===== config.mk =====
export PLATFORM = sky130hd
export DESIGN_NAME = elevator_scan_controller_top
export DESIGN_NICKNAME = d
export VERILOG_FILES = /design/src/design/esc_pkg.sv /design/src/design/elevator_scan_controller_top.sv
export VERILOG_INCLUDE_DIRS = /design/src /design/src/design
export SDC_FILE = /design/constraint.sdc
export NUM_CORES = 1
export LEC_CHECK = 0
export BUFFER_PORTS_ARGS = -buffer_cell sky130_fd_sc_hd__buf_2
export CAP_MARGIN = 40
export CORE_MARGIN = 3
export CORE_UTILIZATION = 55
export CTS_CLUSTER_DIAMETER = 120
export CTS_CLUSTER_SIZE = 10
export DETAILED_ROUTE_END_ITERATION = 12
export PLACE_DENSITY = 0.72
export SLEW_MARGIN = 20
export SYNTH_ARGS = -nofsm -noshare
export SYNTH_HDL_FRONTEND = slang
export SYNTH_SLANG_ARGS = --single-unit

===== constraint.sdc =====
create_clock -name i_clk -period 7.6 [get_ports i_clk]
set_input_delay 1.14 -clock i_clk [delete_from_list [all_inputs] [get_ports i_clk]]
set_output_delay 1.14 -clock i_clk [all_outputs]
set_load 0.02 [all_outputs]

===== src/design/assert_macros.svh =====
// assertion helpers included by the rtl top
// clock and reset names follow the house convention
`ifndef ASSERT_MACROS_SVH
`define ASSERT_MACROS_SVH

// checked on every rising edge, off while reset is held
`define ASSERT_CLK(lbl, prop, msg) \
    lbl: assert property (@(posedge i_clk) disable iff (!i_rst_n) prop) else $error(msg);

// checked on every rising edge, reset included
`define ASSERT_ALWAYS(lbl, prop, msg) \
    lbl: assert property (@(posedge i_clk) prop) else $error(msg);

`endif


===== src/design/esc_pkg.sv =====
`timescale 1ns / 1ps
// ----------------------------------------------------------------------------
// esc_pkg
// types and constants of the elevator scan controller
// ----------------------------------------------------------------------------
package esc_pkg;

    localparam int FLOOR_W  = 6;
    localparam int COUNT_W  = 7;
    localparam int RIDER_W  = 8;
    localparam int COST_W   = 7;
    localparam int CFG_IDX_W = 2;
    localparam int CFG_DATA_W = 8;

    // configuration register indexes
    localparam logic [CFG_IDX_W-1:0] CFG_FLOOR_COUNT = 2'd0;
    localparam logic [CFG_IDX_W-1:0] CFG_CAPACITY    = 2'd1;
    localparam logic [CFG_IDX_W-1:0] CFG_START_FLOOR = 2'd2;

    // register values after reset
    localparam logic [COUNT_W-1:0] RST_FLOOR_COUNT = 7'd64;
    localparam logic [RIDER_W-1:0] RST_CAPACITY    = 8'd8;
    localparam logic [FLOOR_W-1:0] RST_START_FLOOR = 6'd0;

    typedef enum logic [1:0] {
        MOT_IDLE = 2'd0,
        MOT_UP   = 2'd1,
        MOT_DOWN = 2'd2
    } t_motion;

    typedef enum logic [1:0] {
        REQ_TICK  = 2'd0,
        REQ_BOARD = 2'd1,
        REQ_DEST  = 2'd2,
        REQ_COST  = 2'd3
    } t_req;

    function automatic logic [FLOOR_W-1:0] abs_diff(input logic [FLOOR_W-1:0] a,
                                                    input logic [FLOOR_W-1:0] b);
        abs_diff = (a > b) ? (a - b) : (b - a);
    endfunction

endpackage


===== src/design/elevator_scan_controller_top.sv =====
`timescale 1ns / 1ps
// ----------------------------------------------------------------------------
// elevator_scan_controller_top
// one elevator car scheduled by a scan rule, one result word per request word
// ----------------------------------------------------------------------------
// usage
//   request channel: i_in_valid / o_in_ready carry i_req_type and i_floor_arg
//   (tick, boarding with destination, destination only, cost query)
//   result channel: o_out_valid / i_out_ready carry the car floor, motion,
//   rider count, call cost, full flag and stop flag after that request
//   config port: i_cfg_we writes i_cfg_data into register i_cfg_idx at once
//   (0 floor count, 1 capacity, 2 start floor); write only while idle
//   an accepted word enters the input register, then its result the result register
//   throughput: one word per cycle while the result slot drains, set by the state update
//   (priority encoders over the stop maps plus small adders)
//   a word waits in the input register while the result register is stalled,
//   so one more word is taken before o_in_ready drops
//   reset: floor count 64, capacity 8, start floor 0, car idle at floor 0,
//   stop maps and rider count cleared, both channels empty
// ----------------------------------------------------------------------------
module elevator_scan_controller_top #(
    parameter int MAX_FLOORS = 64
) (
    input  logic                             i_clk,
    input  logic                             i_rst_n,
    // configuration
    input  logic                             i_cfg_we,
    input  logic [esc_pkg::CFG_IDX_W-1:0]    i_cfg_idx,
    input  logic [esc_pkg::CFG_DATA_W-1:0]   i_cfg_data,
    // request channel
    input  logic                             i_in_valid,
    output logic                             o_in_ready,
    input  logic [1:0]                       i_req_type,
    input  logic [esc_pkg::FLOOR_W-1:0]      i_floor_arg,
    // result channel
    output logic                             o_out_valid,
    input  logic                             i_out_ready,
    output logic [esc_pkg::FLOOR_W-1:0]      o_floor_now,
    output logic [1:0]                       o_motion,
    output logic [esc_pkg::RIDER_W-1:0]      o_occupants,
    output logic [esc_pkg::COST_W-1:0]       o_call_cost,
    output logic                             o_car_full,
    output logic                             o_stop_reached
);
    import esc_pkg::*;
`include "assert_macros.svh"

    localparam int IDX_W = (MAX_FLOORS > 1) ? $clog2(MAX_FLOORS) : 1;
    localparam logic [COUNT_W-1:0]    MaxFloorsC = COUNT_W'(MAX_FLOORS);
    localparam logic [MAX_FLOORS-1:0] OneHot0   = MAX_FLOORS'(1);

    // first set bit from the bottom
    function automatic logic [IDX_W-1:0] lowest_idx(input logic [MAX_FLOORS-1:0] m);
        logic [IDX_W-1:0] idx;
        idx = '0;
        for (int i = MAX_FLOORS - 1; i >= 0; i--) begin
            if (m[i]) idx = IDX_W'(i);
        end
        return idx;
    endfunction

    // first set bit from the top
    function automatic logic [IDX_W-1:0] highest_idx(input logic [MAX_FLOORS-1:0] m);
        logic [IDX_W-1:0] idx;
        idx = '0;
        for (int i = 0; i < MAX_FLOORS; i++) begin
            if (m[i]) idx = IDX_W'(i);
        end
        return idx;
    endfunction

    // config registers
    logic [COUNT_W-1:0]    r_floor_count;
    logic [RIDER_W-1:0]    r_capacity;
    logic [FLOOR_W-1:0]    r_start_floor;

    // car state
    logic [FLOOR_W-1:0]    r_floor,  n_floor;
    t_motion               r_motion, n_motion;
    logic [MAX_FLOORS-1:0] r_up,     n_up;
    logic [MAX_FLOORS-1:0] r_dn,     n_dn;
    logic [RIDER_W-1:0]    r_riders, n_riders;

    // input register
    logic                  r_in_valid;
    logic [1:0]            r_in_type;
    logic [FLOOR_W-1:0]    r_in_arg;

    // result register
    logic                  r_out_valid;
    logic [FLOOR_W-1:0]    r_out_floor;
    logic [1:0]            r_out_motion;
    logic [RIDER_W-1:0]    r_out_riders;
    logic [COST_W-1:0]     r_out_cost;
    logic                  r_out_full;
    logic                  r_out_reached;

    logic                  move;
    logic [COST_W-1:0]     cost;
    logic                  full;
    logic                  reached;

    // scan helpers
    logic                  up_any, dn_any, has_room, dest_ok;
    logic [COUNT_W-1:0]    limit;
    logic [MAX_FLOORS-1:0] dest_bit;
    logic [FLOOR_W-1:0]    up_lo, up_hi, dn_lo, dn_hi;
    logic [FLOOR_W-1:0]    floor_inc, floor_dec;
    logic [MAX_FLOORS-1:0] up_left, dn_left;
    t_motion               eff_motion;

    // a word moves from the input register to the result register when the
    // result slot is empty or being drained
    assign move       = r_in_valid && (!r_out_valid || i_out_ready);
    assign o_in_ready = !r_in_valid || move;

    assign up_any   = |r_up;
    assign dn_any   = |r_dn;
    assign has_room = r_riders < r_capacity;

    assign up_lo = FLOOR_W'(lowest_idx(r_up));
    assign up_hi = FLOOR_W'(highest_idx(r_up));
    assign dn_lo = FLOOR_W'(lowest_idx(r_dn));
    assign dn_hi = FLOOR_W'(highest_idx(r_dn));

    assign floor_inc = r_floor + 1'b1;
    assign floor_dec = r_floor - 1'b1;
    assign up_left   = r_up & ~(OneHot0 << up_lo[IDX_W-1:0]);
    assign dn_left   = r_dn & ~(OneHot0 << dn_hi[IDX_W-1:0]);

    // destination check against the smaller of floor count and map size
    assign limit    = (r_floor_count < MaxFloorsC) ? r_floor_count : MaxFloorsC;
    assign dest_ok  = (COUNT_W'(r_in_arg) < limit) && (r_in_arg != r_floor);
    assign dest_bit = OneHot0 << r_in_arg[IDX_W-1:0];

    assign eff_motion = (r_motion == MOT_IDLE) ? (up_any ? MOT_UP : MOT_DOWN) : r_motion;

    always_comb begin
        n_floor  = r_floor;
        n_motion = r_motion;
        n_up     = r_up;
        n_dn     = r_dn;
        n_riders = r_riders;
        cost     = '0;
        full     = 1'b0;
        reached  = 1'b0;

        case (t_req'(r_in_type))
            REQ_TICK: begin
                if (!up_any && !dn_any) begin
                    n_motion = MOT_IDLE;
                end else begin
                    n_motion = eff_motion;
                    case (eff_motion)
                        MOT_UP: begin
                            if (!up_any) begin
                                // nothing ahead, turn without moving
                                n_motion = MOT_DOWN;
                            end else begin
                                n_floor = floor_inc;
                                if (floor_inc == up_lo) begin
                                    reached  = 1'b1;
                                    n_riders = (r_riders != '0) ? r_riders - 1'b1 : r_riders;
                                    n_up     = up_left;
                                    if (up_left == '0) n_motion = dn_any ? MOT_DOWN : MOT_IDLE;
                                end
                            end
                        end
                        MOT_DOWN: begin
                            if (!dn_any) begin
                                n_motion = MOT_UP;
                            end else begin
                                n_floor = floor_dec;
                                if (floor_dec == dn_hi) begin
                                    reached  = 1'b1;
                                    n_riders = (r_riders != '0) ? r_riders - 1'b1 : r_riders;
                                    n_dn     = dn_left;
                                    if (dn_left == '0) n_motion = up_any ? MOT_UP : MOT_IDLE;
                                end
                            end
                        end
                        default: begin
                            // undefined motion code: tick leaves everything
                            n_motion = r_motion;
                        end
                    endcase
                end
            end
            REQ_BOARD: begin
                if (has_room) begin
                    n_riders = r_riders + 1'b1;
                    if (dest_ok && (r_in_arg > r_floor)) n_up = r_up | dest_bit;
                    if (dest_ok && (r_in_arg < r_floor)) n_dn = r_dn | dest_bit;
                end else begin
                    full = 1'b1;
                end
            end
            REQ_DEST: begin
                if (dest_ok && (r_in_arg > r_floor)) n_up = r_up | dest_bit;
                if (dest_ok && (r_in_arg < r_floor)) n_dn = r_dn | dest_bit;
            end
            REQ_COST: begin
                if (!has_room) begin
                    full = 1'b1;
                end else if (r_motion == MOT_UP && r_in_arg < r_floor && up_any) begin
                    // sweep up to the top stop, then back down to the call
                    cost = COST_W'(abs_diff(up_hi, r_floor)) + COST_W'(abs_diff(up_hi, r_in_arg));
                end else if (r_motion == MOT_DOWN && r_in_arg > r_floor && dn_any) begin
                    cost = COST_W'(abs_diff(r_floor, dn_lo)) + COST_W'(abs_diff(dn_lo, r_in_arg));
                end else begin
                    cost = COST_W'(abs_diff(r_floor, r_in_arg));
                end
            end
            default: begin
                full = 1'b0;
            end
        endcase
    end

    always_ff @(posedge i_clk) begin
        if (!i_rst_n) begin
            r_floor_count <= RST_FLOOR_COUNT;
            r_capacity    <= RST_CAPACITY;
            r_start_floor <= RST_START_FLOOR;
            r_floor       <= RST_START_FLOOR;
            r_motion      <= MOT_IDLE;
            r_up          <= '0;
            r_dn          <= '0;
            r_riders      <= '0;
            r_in_valid    <= 1'b0;
            r_out_valid   <= 1'b0;
        end else begin
            // input register
            if (o_in_ready) r_in_valid <= i_in_valid;

            // result register
            if (move) begin
                r_out_valid <= 1'b1;
            end else if (i_out_ready) begin
                r_out_valid <= 1'b0;
            end

            if (i_cfg_we) begin
                case (i_cfg_idx)
                    CFG_FLOOR_COUNT: r_floor_count <= i_cfg_data[COUNT_W-1:0];
                    CFG_CAPACITY:    r_capacity    <= i_cfg_data[RIDER_W-1:0];
                    CFG_START_FLOOR: begin
                        // place the car and forget all stops, riders stay
                        r_start_floor <= i_cfg_data[FLOOR_W-1:0];
                        r_floor       <= i_cfg_data[FLOOR_W-1:0];
                        r_motion      <= MOT_IDLE;
                        r_up          <= '0;
                        r_dn          <= '0;
                    end
                    default: r_start_floor <= r_start_floor;
                endcase
            end else if (move) begin
                r_floor  <= n_floor;
                r_motion <= n_motion;
                r_up     <= n_up;
                r_dn     <= n_dn;
                r_riders <= n_riders;
            end
        end
    end

    // payload registers
    always_ff @(posedge i_clk) begin
        if (o_in_ready && i_in_valid) begin
            r_in_type <= i_req_type;
            r_in_arg  <= i_floor_arg;
        end
        if (move) begin
            r_out_floor   <= n_floor;
            r_out_motion  <= n_motion;
            r_out_riders  <= n_riders;
            r_out_cost    <= cost;
            r_out_full    <= full;
            r_out_reached <= reached;
        end
    end

    assign o_out_valid    = r_out_valid;
    assign o_floor_now    = r_out_floor;
    assign o_motion       = r_out_motion;
    assign o_occupants    = r_out_riders;
    assign o_call_cost    = r_out_cost;
    assign o_car_full     = r_out_full;
    assign o_stop_reached = r_out_reached;

    // checks
    `ASSERT_CLK(a_idle_when_empty, move && r_in_type == REQ_TICK && !up_any && !dn_any && !i_cfg_we |=> r_motion == MOT_IDLE, "tick with no stops left car moving")
    `ASSERT_CLK(a_full_no_cost, o_out_valid && o_car_full |-> o_call_cost == '0, "full car reported a cost")
    `ASSERT_CLK(a_result_from_move, $rose(r_out_valid) |-> $past(move), "result appeared without a transfer")
    `ASSERT_ALWAYS(a_ready_blocked, !o_in_ready |-> r_in_valid && r_out_valid, "input stalled with a free slot")

endmodule


== Word-level counts from Yosys, hierarchy flattened ==
Index checks and enable logic that the tools add are counted.
Cells by class
  add/sub/neg operators: 16
  $lt $le $gt $ge: 10
  equal/unequal tests: 21
  shift operators: 3
  mux-type cells: 322
  bitwise logic cells: 8
  reduce and logical (&&, ||, !) cells: 36
Operator list (number)
  6-bit 2-to-1 mux: 264
  64-bit 2-to-1 mux: 17
  64-bit one-hot mux with 3 select lines: 2
  1-bit by 6-bit << shifter with 64-bit output, first input constant: 3
  64-bit bitwise AND: 2
  64-bit zero test: 2
  64-bit NOT: 2
  64-bit OR: 2
  64-bit OR reduction: 2
  6-bit subtractor: 10
  8-bit 2-to-1 mux: 7
  6-bit > comparator: 6
  8-bit one-hot mux with 2 select lines: 2
  2-bit 2-to-1 mux: 14
  7-bit 2-to-1 mux: 3
  3-bit inequality test, second input constant: 7
  8-bit AND reduction: 2
  6-bit by 6-bit adder with 7-bit output: 2
  6-bit equality test: 2
  6-bit one-hot mux with 2 select lines: 1
  2-bit equality test, second input constant: 5
  1-bit logical AND: 10
  1-bit 2-to-1 mux: 10
  2-bit AND reduction: 5
  other kinds (22): 34
Storage, ports and cells
  register bits after elaboration: 194
  input port bits: 23
  word-level logic and storage cells: 433

== Longest topological paths before layout ==
Gate-level depths: netlist (run 1).
  depth after elaboration: 76
  mapped depth: 33
  depth with buffers taken out: 32

== Worst setup path after synthesis (run 1) ==
OpenSTA, ideal clock, no wires.
  path type: reg2reg
  start: reg r_dn[60]
  end: reg r_out_cost[5] (netlist: o_call_cost[5]), data pin
  data arrival time: 5.595 ns
  path slack: 1.838 ns
  stages on the path, launching flop included: 30
  path buffers: 1
  clock period less this slack: 5.762 ns
  cells stage by stage: dfxtp_1 -> or2_2 -> o21ai_0 -> a21boi_0 -> o21ai_0 -> a21boi_0 -> o31ai_1 -> a21boi_0 -> o31ai_1 -> a211o_1 -> a21oi_1 -> o31ai_1 -> a21oi_1 -> fa_1 -> a21o_1 -> a21o_1 -> a21o_1 -> a21oi_1 -> a31oi_1 -> clkbuf_1 -> a221o_1 -> a221o_1 -> a221o_1 -> a221oi_1 -> xnor2_1 -> ha_1 -> xor2_1 -> nand2_1 -> o21ai_0 -> a211oi_1
On the way
  longest elaborated chain between the ends: 66
  elaborated cells between the ends (all ways): 74
  those cells by class: 5 x add/sub; 2 x order compare; 65 x mux; 2 x reduce/logical
Ends and longest elaborated chain
  start: declaration: RTL line elevator_scan_controller_top.sv:81  | logic [MAX_FLOORS-1:0] r_dn, n_dn;
  start signal: assignment: RTL line elevator_scan_controller_top.sv:261  | r_dn <= n_dn;
  6-bit 2-to-1 mux (61 in a row): RTL line elevator_scan_controller_top.sv:57  | if (m[i]) idx = IDX_W'(i);
  6-bit subtractor / 6-bit > comparator (equally long branches): RTL line esc_pkg.sv:40  | abs_diff = (a > b) ? (a - b) : (b - a);
  6-bit 2-to-1 mux: RTL line esc_pkg.sv:40
  6-bit by 6-bit adder with 7-bit output: RTL line elevator_scan_controller_top.sv:209  | cost = COST_W'(abs_diff(r_floor, dn_lo)) + COST_W'(abs_diff(dn_lo, r_in_arg));
  7-bit 2-to-1 mux *: RTL line elevator_scan_controller_top.sv:208  | end else if (r_motion == MOT_DOWN && r_in_arg > r_floor && dn_any) begin
  7-bit 2-to-1 mux *: RTL line elevator_scan_controller_top.sv:205  | end else if (r_motion == MOT_UP && r_in_arg < r_floor && up_any) begin
  end signal: assignment: RTL line elevator_scan_controller_top.sv:277  | r_out_cost <= cost;
  end: declaration: RTL line elevator_scan_controller_top.sv:94  | logic [COST_W-1:0] r_out_cost;
Mark *: on every way between the ends. The rest lies on a longest branch, timed or not.
A chain may end at the register's enable or synchronous reset.

== Worst setup path in the final report (run 1) ==
  start: reg r_up[3]
  end: reg r_out_cost[6] (netlist: o_call_cost[6]), data pin
On the way
  longest elaborated chain between the ends: 65
  elaborated cells between the ends (all ways): 73
  those cells by class: 5 x add/sub; 2 x order compare; 64 x mux; 2 x reduce/logical
Ends and longest elaborated chain
  start: declaration: RTL line elevator_scan_controller_top.sv:80  | logic [MAX_FLOORS-1:0] r_up, n_up;
  start signal: assignment: RTL line elevator_scan_controller_top.sv:260  | r_up <= n_up;
  6-bit 2-to-1 mux (61 in a row): RTL line elevator_scan_controller_top.sv:67  | if (m[i]) idx = IDX_W'(i);
  6-bit subtractor / 6-bit > comparator (equally long branches): RTL line esc_pkg.sv:40
  6-bit 2-to-1 mux: RTL line esc_pkg.sv:40
  6-bit by 6-bit adder with 7-bit output: RTL line elevator_scan_controller_top.sv:207  | cost = COST_W'(abs_diff(up_hi, r_floor)) + COST_W'(abs_diff(up_hi, r_in_arg));
  7-bit 2-to-1 mux *: RTL line elevator_scan_controller_top.sv:205
Marked as above.

==> results of run 1 <==
power by group:
| group | switching (mW) | internal [mW] | total, mW |
|---|---|---|---|
| clock | 0.498 | 0.474 | 0.973 |
| combinational | 0.406 | 0.217 | 0.622 |
| sequential | 0.0171 | 1.06 | 1.08 |
per-layer routing:
metal  vias to the layer above  global-route usage
li1                       9227                   -
met1                     10000               0.565
met2                      1678               0.637
met3                       331               0.143
met4                         2               0.177
met5                         -                   0
cell type report:
cell class | instances | share of cell area
flip-flops and latches | 194 | 0.219
multi-input cells | 1993 | 0.663
inverters | 112 | 0.0218
clock inverters | 15 | 0.00961
well taps | 435 | 0.0283
clock buffers | 17 | 0.0221
repair buffers | 110 | 0.0367
worst paths after layout:
| kind | startpoint | to | cells after the start |
|---|---|---|---|
| max | r_up[3] | o_call_cost[6] | 28 |
| min | r_floor_count[2] | r_floor_count[2] | 2 |
| max reg2reg | r_up[3] | o_call_cost[6] | 28 |
| min reg2reg | r_floor_count[2] | r_floor_count[2] | 2 |
worst min-delay path: cells and delay by family, from the launching register on:
family,cells,cell delay [ns]
DFF,1,0.33
and+or+nand+nor,1,0.08
muxes,1,0.07
kinds of logic after synthesis:
group | after synthesis
buf+inv | 305
fa+ha+maj | 101
compound gates | 894
xor+xnor | 37
mux | 38
simple gates | 923
flops | 194
per-stage QoR:
step / utilization / power [mW]
2_1_floorplan: - / 1.53
3_3_place_gp: 0.579 / 1.67
3_5_place_dp: 0.580 / 1.69
4_1_cts: 0.599 / 2.64
5_1_grt: 0.601 / 2.76
6_report: 0.601 / 2.67
timing repair:
| item | CTS | global route |
|---|---|---|
| gates resized for setup | 0 | 1 |
| endpoints found under the setup margin | 0 | 2 |
| hold buffers | 0 | 0 |
registers in the layout (all words and copies together) (netlist names):
register / cells
r_in_arg: 6
r_up: 64
r_floor: 6
o_motion: 2
o_occupants: 8
o_floor_now: 6
r_riders: 8
r_dn: 64
o_stop_reached: 1
o_out_valid: 1
o_car_full: 1
r_floor_count: 7
r_in_type: 2
r_in_valid: 1
r_capacity: 8
r_motion: 2
o_call_cost: 7
placed cells by master (no fill, tap or decap), types with 13 or more instances in the layout:
cell type | netlist | routed
or3_1 | 17 | 17
o21ai_0 | 147 | 147
nand4_1 | 20 | 20
xnor2_1 | 24 | 24
or2_2 | 16 | 16
nor3_1 | 129 | 129
nand2b_1 | 25 | 25
o21bai_1 | 13 | 13
o21ai_1 | 14 | 13
edfxtp_1 | 33 | 33
nor2b_1 | 39 | 38
and2_1 | 15 | 15
nand2_1 | 213 | 213
a211oi_1 | 15 | 15
buf_2 | 25 | 49
o41ai_1 | 14 | 14
buf_4 | 1 | 51
dfxtp_1 | 161 | 161
or4_1 | 26 | 26
a21oi_1 | 281 | 281
a31oi_1 | 33 | 33
inv_1 | 111 | 110
nand3_1 | 93 | 93
xor2_1 | 13 | 13
nor2_1 | 207 | 206
o221a_2 | 22 | 22
mux2i_1 | 36 | 36
nor4_1 | 53 | 53
o211ai_1 | 83 | 83
o21a_1 | 25 | 25
o2111ai_1 | 17 | 17
o31ai_1 | 48 | 48
a21o_1 | 29 | 29
clkbuf_16 | 0 | 17
ha_1 | 89 | 89
==> flow_metrics.env, run 1 <==
export IMPL_ant_nets=0
export IMPL_synth_most_common_cell="a21oi_1"
export IMPL_yosys_warnings=0
export IMPL_drt_met1_wl_um=30800
export IMPL_p_leak_nw=7.34
export IMPL_viasPerCell=7.40
export IMPL_synth_ff_type="dfxtp_1"
export IMPL_dr_wl_met3_um=10700
export IMPL_cts_buffers_inserted=17
export IMPL_synthXorXnorAreaFrac=0.0179
export IMPL_synthCells=2492
export IMPL_grt_max_degree=110
export IMPL_fp_dieW_um=188
export IMPL_nNetsFinal=2552
export IMPL_dp_hpwl_um=58400
export IMPL_clk_insertion_delay_late_ns=0.48
export IMPL_grt_ovfl_total=0
export IMPL_path_buf_inv=0
export IMPL_syn_cell_area_um2=18100
export IMPL_period_share=0.960
export IMPL_place_inst=2835
export IMPL_regToRegSetupSlack_ns=0.31
export IMPL_grt_pass1_wl_um=119000
export IMPL_antenna_found_initial=1
export IMPL_synth_compound_area_frac=0.327
export IMPL_stdcell_area_um2=19300
export IMPL_synth_top_family_by_area="compound AO/OA/AOI/OAI gates"
export IMPL_synthDistinctLibCells=95
export IMPL_clockBufferDepth=2
export IMPL_multi_input_area_um2=12800
export IMPL_drt_total_wl_um=78400
export IMPL_rsz0062_at_grt="no"
export IMPL_drv_slew=0
export IMPL_drt_first_iter_violations=3565
export IMPL_regArea_um2=4210
export IMPL_synthSimpleGateAreaFrac=0.262
export IMPL_drive_gt1_frac=0.0950
export IMPL_cts_sinks=194
export IMPL_die_y_um=188
export IMPL_cts_tree="done"
export IMPL_avgSynthCellArea_um2=7.28
export IMPL_die_area_um2=35200
export IMPL_cp_common_cell="o21ai_0"
export IMPL_finalNonFillerCells=2876
export IMPL_vias=21300
export IMPL_relSlewSlack=0.269
export IMPL_h_tree_depth=4
export IMPL_whs_ns=0.511
export IMPL_synth_async_sr_flop_share=0
export IMPL_tightest_slew_ns=1.10
export IMPL_gr_usage_all_layers=0.427
export IMPL_pin_count=50
export IMPL_dr_wl_met2_um=32900
export IMPL_yosysTopAreaCellShare=0.178
export IMPL_first_global_vias=19700
export IMPL_n_antenna_cell=0
export IMPL_portBuffers=49
export IMPL_period_minus_slack_ns=7.29
export IMPL_drv_cap=0
export IMPL_synthTopCellsByCount="a21oi_1, nand2_1, nor2_1"
export IMPL_post_cts_buffers=0
export IMPL_hold_class="reg2reg"
export IMPL_synth_area_leaders="dfxtp_1, a21oi_1, ha_1"
export IMPL_yosysTopAreaCell="dfxtp_1"
export IMPL_rows=65
export IMPL_hold_violations=0
export IMPL_synthMuxAreaShare=0.0211
export IMPL_cp_end_kind="register"
export IMPL_syn2layout_area_growth_pct=6.22
export IMPL_slowest_delay_ns=0.71
export IMPL_place_area_um2=18600
export IMPL_place_ws_ns=0.778
export IMPL_core_area_um2=32000
export IMPL_num_fill_cells=2943
export IMPL_cts_root_buf="clkbuf_16"
export IMPL_worst_slack_ns=0.306
export IMPL_top_layer="met5"
export IMPL_synth_yosys_seq_area_share=0.232
export IMPL_yosys_area_share_adder=0.0747
export IMPL_first_pass_iters=8
export IMPL_critPathRequiredTime_ns=7.80
export IMPL_remaining_drc_errors=0
export IMPL_worstPathArrival_ns=7.50
export IMPL_gp_congestion=1.06
export IMPL_routedWlPerCell_um=27.3
export IMPL_crit_fanout=8
export IMPL_synth_nets=2616
export IMPL_status="complete, no violations"
export IMPL_synth_seq_cells=194
export IMPL_max_vdd_ir_drop_uv=192
export IMPL_worstSetupPathType="reg2reg"
export IMPL_critPathTopFamily="compound AO/OA/AOI/OAI gates"
export IMPL_tns_ns=0
export IMPL_pwr_density_cell_nw_per_um2=139
export IMPL_synth_edf_count=33
export IMPL_critPathSlowestCell="o41ai_1"
export IMPL_finalSetupViolCount=0
export IMPL_initial_core_util=0.566
export IMPL_max_freq_mhz=137
export IMPL_startpoint_type="register"
export IMPL_path_clk_slew_ns=0.07
export IMPL_skew_ns=0.0200
Note: power is estimated with default switching activity, not from simulation.
==> run 2, diff against run 1 <==
- ABC_AREA: not set -> 1
==> flow_metrics.env, run 2 <==
export IMPL_whs_ns=0.466
export IMPL_critPathSlowestCell="fa_2"
export IMPL_remaining_drc_errors=0
export IMPL_final_common_cell="nand2_1"
export IMPL_reg2regPathDepth=55
export IMPL_max_freq_mhz=138
export IMPL_synthCells=2695
export IMPL_internal_power_mw=1.78
export IMPL_period_minus_slack_ns=7.27
export IMPL_clkPwrFrac=0.341
export IMPL_switching_share=0.366
export IMPL_netSwitchingPower_mw=1.03
export IMPL_initial_core_util=0.562
export IMPL_min_to="r_capacity[2]"
export IMPL_grt_pass1_wl_um=98700
export IMPL_skew_ns=0.0188
export IMPL_portBuffers=49
export IMPL_hold_violations=0
export IMPL_synth_yosys_seq_area_share=0.252
export IMPL_drv_slew=0
export IMPL_stdcell_area_um2=18400
export IMPL_regToRegSetupSlack_ns=0.33
export IMPL_dp_hpwl_um=48500
export IMPL_syn2layout_area_growth_pct=10.1
export IMPL_layout_common_cells="nand2_1, inv_1, nor2_1"
export IMPL_synth_async_sr_flop_share=0
export IMPL_pwr_density_cell_nw_per_um2=153
export IMPL_avgSynthCellArea_um2=6.21
export IMPL_num_fill_cells=2865
export IMPL_tns_ns=0
export IMPL_p_leak_nw=8.25
export IMPL_synthDistinctLibCells=53
export IMPL_max_vdd_ir_drop_uv=174
export IMPL_place_area_um2=17500
export IMPL_antenna_found_initial=0
export IMPL_synth_area_leaders="dfxtp_1, nand2_1, a21oi_1"
export IMPL_yosys_warnings=0
export IMPL_rsz0062_at_grt="yes"
export IMPL_ant_nets=0
export IMPL_yosysTopAreaCellShare=0.193
export IMPL_cts_tree="done"
export IMPL_grt_ovfl_total=0
export IMPL_viasPerCell=6.21
export IMPL_worstSetupPathType="reg2reg"
export IMPL_core_area_um2=29800
export IMPL_first_global_vias=17600
export IMPL_h_tree_depth=4
export IMPL_drt_total_wl_um=64900
export IMPL_place_inst=3079
export IMPL_min_from="r_capacity[2]"
export IMPL_gp_congestion=1.01
export IMPL_period_share=0.956
export IMPL_ctsHoldBuffers=0
export IMPL_synth_most_common_cell="nand2_1"
export IMPL_reg2reg_from="r_dn[63]"
export IMPL_cts_sinks=194
export IMPL_clockBufferDepth=2
export IMPL_drv_cap=0
export IMPL_pwr_share_seq=0.385
export IMPL_hold_depth=2
export IMPL_drive_gt1_frac=0.0953
export IMPL_relSlewSlack=0.381
export IMPL_synth_edf_count=33
export IMPL_crit_fanout=3
export IMPL_path_clk_slew_ns=0.09
export IMPL_reg_largest_list="r_dn x64, r_up x64"
export IMPL_status="complete, no violations"
export IMPL_n_antenna_cell=0
export IMPL_slowest_delay_ns=0.38
export IMPL_cts_root_buf="clkbuf_16"
export IMPL_vias=19400
export IMPL_r2r_end="o_call_cost[4]"
export IMPL_cp_end_kind="register"
export IMPL_multi_input_area_um2=11100
export IMPL_die_y_um=180
export IMPL_nNetsFinal=2838
export IMPL_hold_class="reg2reg"
export IMPL_regArea_um2=4220
export IMPL_finalNonFillerCells=3117
export IMPL_synth_ff_type="dfxtp_1"
export IMPL_drt_first_iter_violations=2614
export IMPL_worstPathArrival_ns=7.51
export IMPL_cp_common_cell="o21ai_1"
export IMPL_yosysTopAreaCell="dfxtp_1"
export IMPL_critPathRequiredTime_ns=7.84
export IMPL_rows=63
export IMPL_gr_usage_all_layers=0.382
export IMPL_pin_count=50
export IMPL_combinationalPowerShare=0.274
export IMPL_synth_seq_cells=194
export IMPL_tightest_slew_ns=0.921
export IMPL_clk_insertion_delay_late_ns=0.49
export IMPL_finalSetupViolCount=0
export IMPL_startpoint_type="register"
export IMPL_synthTopCellsByCount="nand2_1, inv_1, nor2_1"
export IMPL_syn_cell_area_um2=16700
export IMPL_first_pass_iters=7
export IMPL_fp_dieW_um=180
export IMPL_die_area_um2=32600
export IMPL_synth_nets=2819
export IMPL_grt_max_degree=75
export IMPL_cts_buffers_inserted=17
export IMPL_routedWlPerCell_um=20.8
run 2: changes by cell type after synthesis, sizes merged, moves of 42 or more:
cell    change
nand3      +47
clkbuf     -68
nor2      +100
o31ai      -48
inv       +217
o211ai     -42
nand2     +527
nor4       -67
nor3      -111
run 2: kinds of logic after synthesis:
family,after synthesis,share of synthesized area
AO/OA/AOI/OAI,629,0.221
XOR/XNOR,44,0.0230
adder cells (fa/ha/maj),101,0.0809
buffers and inverters,440,0.0998
flip-flops,194,0.252
multiplexers,10,0.00613
AND/OR/NAND/NOR,1277,0.318
run 2: through the flow:
stage,utilization,power [mW],setup WS [ns]
after floorplan,-,1.59,0.705
after global placement,0.585,1.78,0.0459
after detailed placement,0.588,1.80,-0.106
after CTS,0.609,2.74,0.00478
after global routing,0.618,2.93,-0.196
final,0.618,2.81,0.335
run 2: power by group through the flow:
stage               sequential (mW)  combinational (mW)  clock, mW
floorplan                      1.11               0.473          0
global placement               1.11               0.677          0
detailed placement             1.11               0.693          0
CTS                            1.08               0.701      0.960
global route                   1.08               0.840       1.00
finish                         1.08               0.771      0.959
run 2: cell type report:
type                    count  area share
clock buffers              17      0.0231
clock inverters            15     0.00985
inverters                 331      0.0678
multi-input cells        2061       0.602
flip-flops and latches    194       0.229
well taps                 390      0.0265
repair buffers            109      0.0416
run 2: worst max-delay path, delay by kind of cell, from the launching register on:
kind / cells / cell delay (ns)
buffers and inverters: 8 / 0.52
and+or+nand+nor: 5 / 0.52
DFF: 1 / 0.34
muxes: 1 / 0.33
xor gates and xnor gates: 1 / 0.17
adders and majority gates: 3 / 0.78
AOI/OAI and AO/OA: 37 / 4.35
run 2: worst max-delay path by stage:
| stage | from | slack (ns) | end | cells past startpoint |
|---|---|---|---|---|
| final | r_dn[63] | 0.33 | o_call_cost[4] | 55 |
| after global routing | r_dn[63] | -0.20 | o_call_cost[4] | 55 |
| after CTS | r_dn[60] | 0.005 | o_call_cost[5] | 54 |
| after detailed placement | r_dn[63] | -0.11 | o_call_cost[5] | 52 |
| after global placement | r_dn[63] | 0.05 | o_call_cost[5] | 51 |
| after floorplan | r_dn[63] | 0.71 | o_call_cost[5] | 50 |
run 2: repair_timing:
action | 4_1_cts | 5_1_grt
setup buffers | 0 | 6
setup endpoints to repair | 4 | 6
pin swaps | 1 | 33
resized for setup | 10 | 87
run 2: per-layer routing:
metal,part of all wire,global-route usage,up-vias,routed length [um]
li1,-,-,9017,-
met1,0.39,0.514,8833,25600
met2,0.43,0.577,1272,27900
met3,0.11,0.0658,243,6880
met4,0.069,0.226,0,4510
met5,0,0,-,0
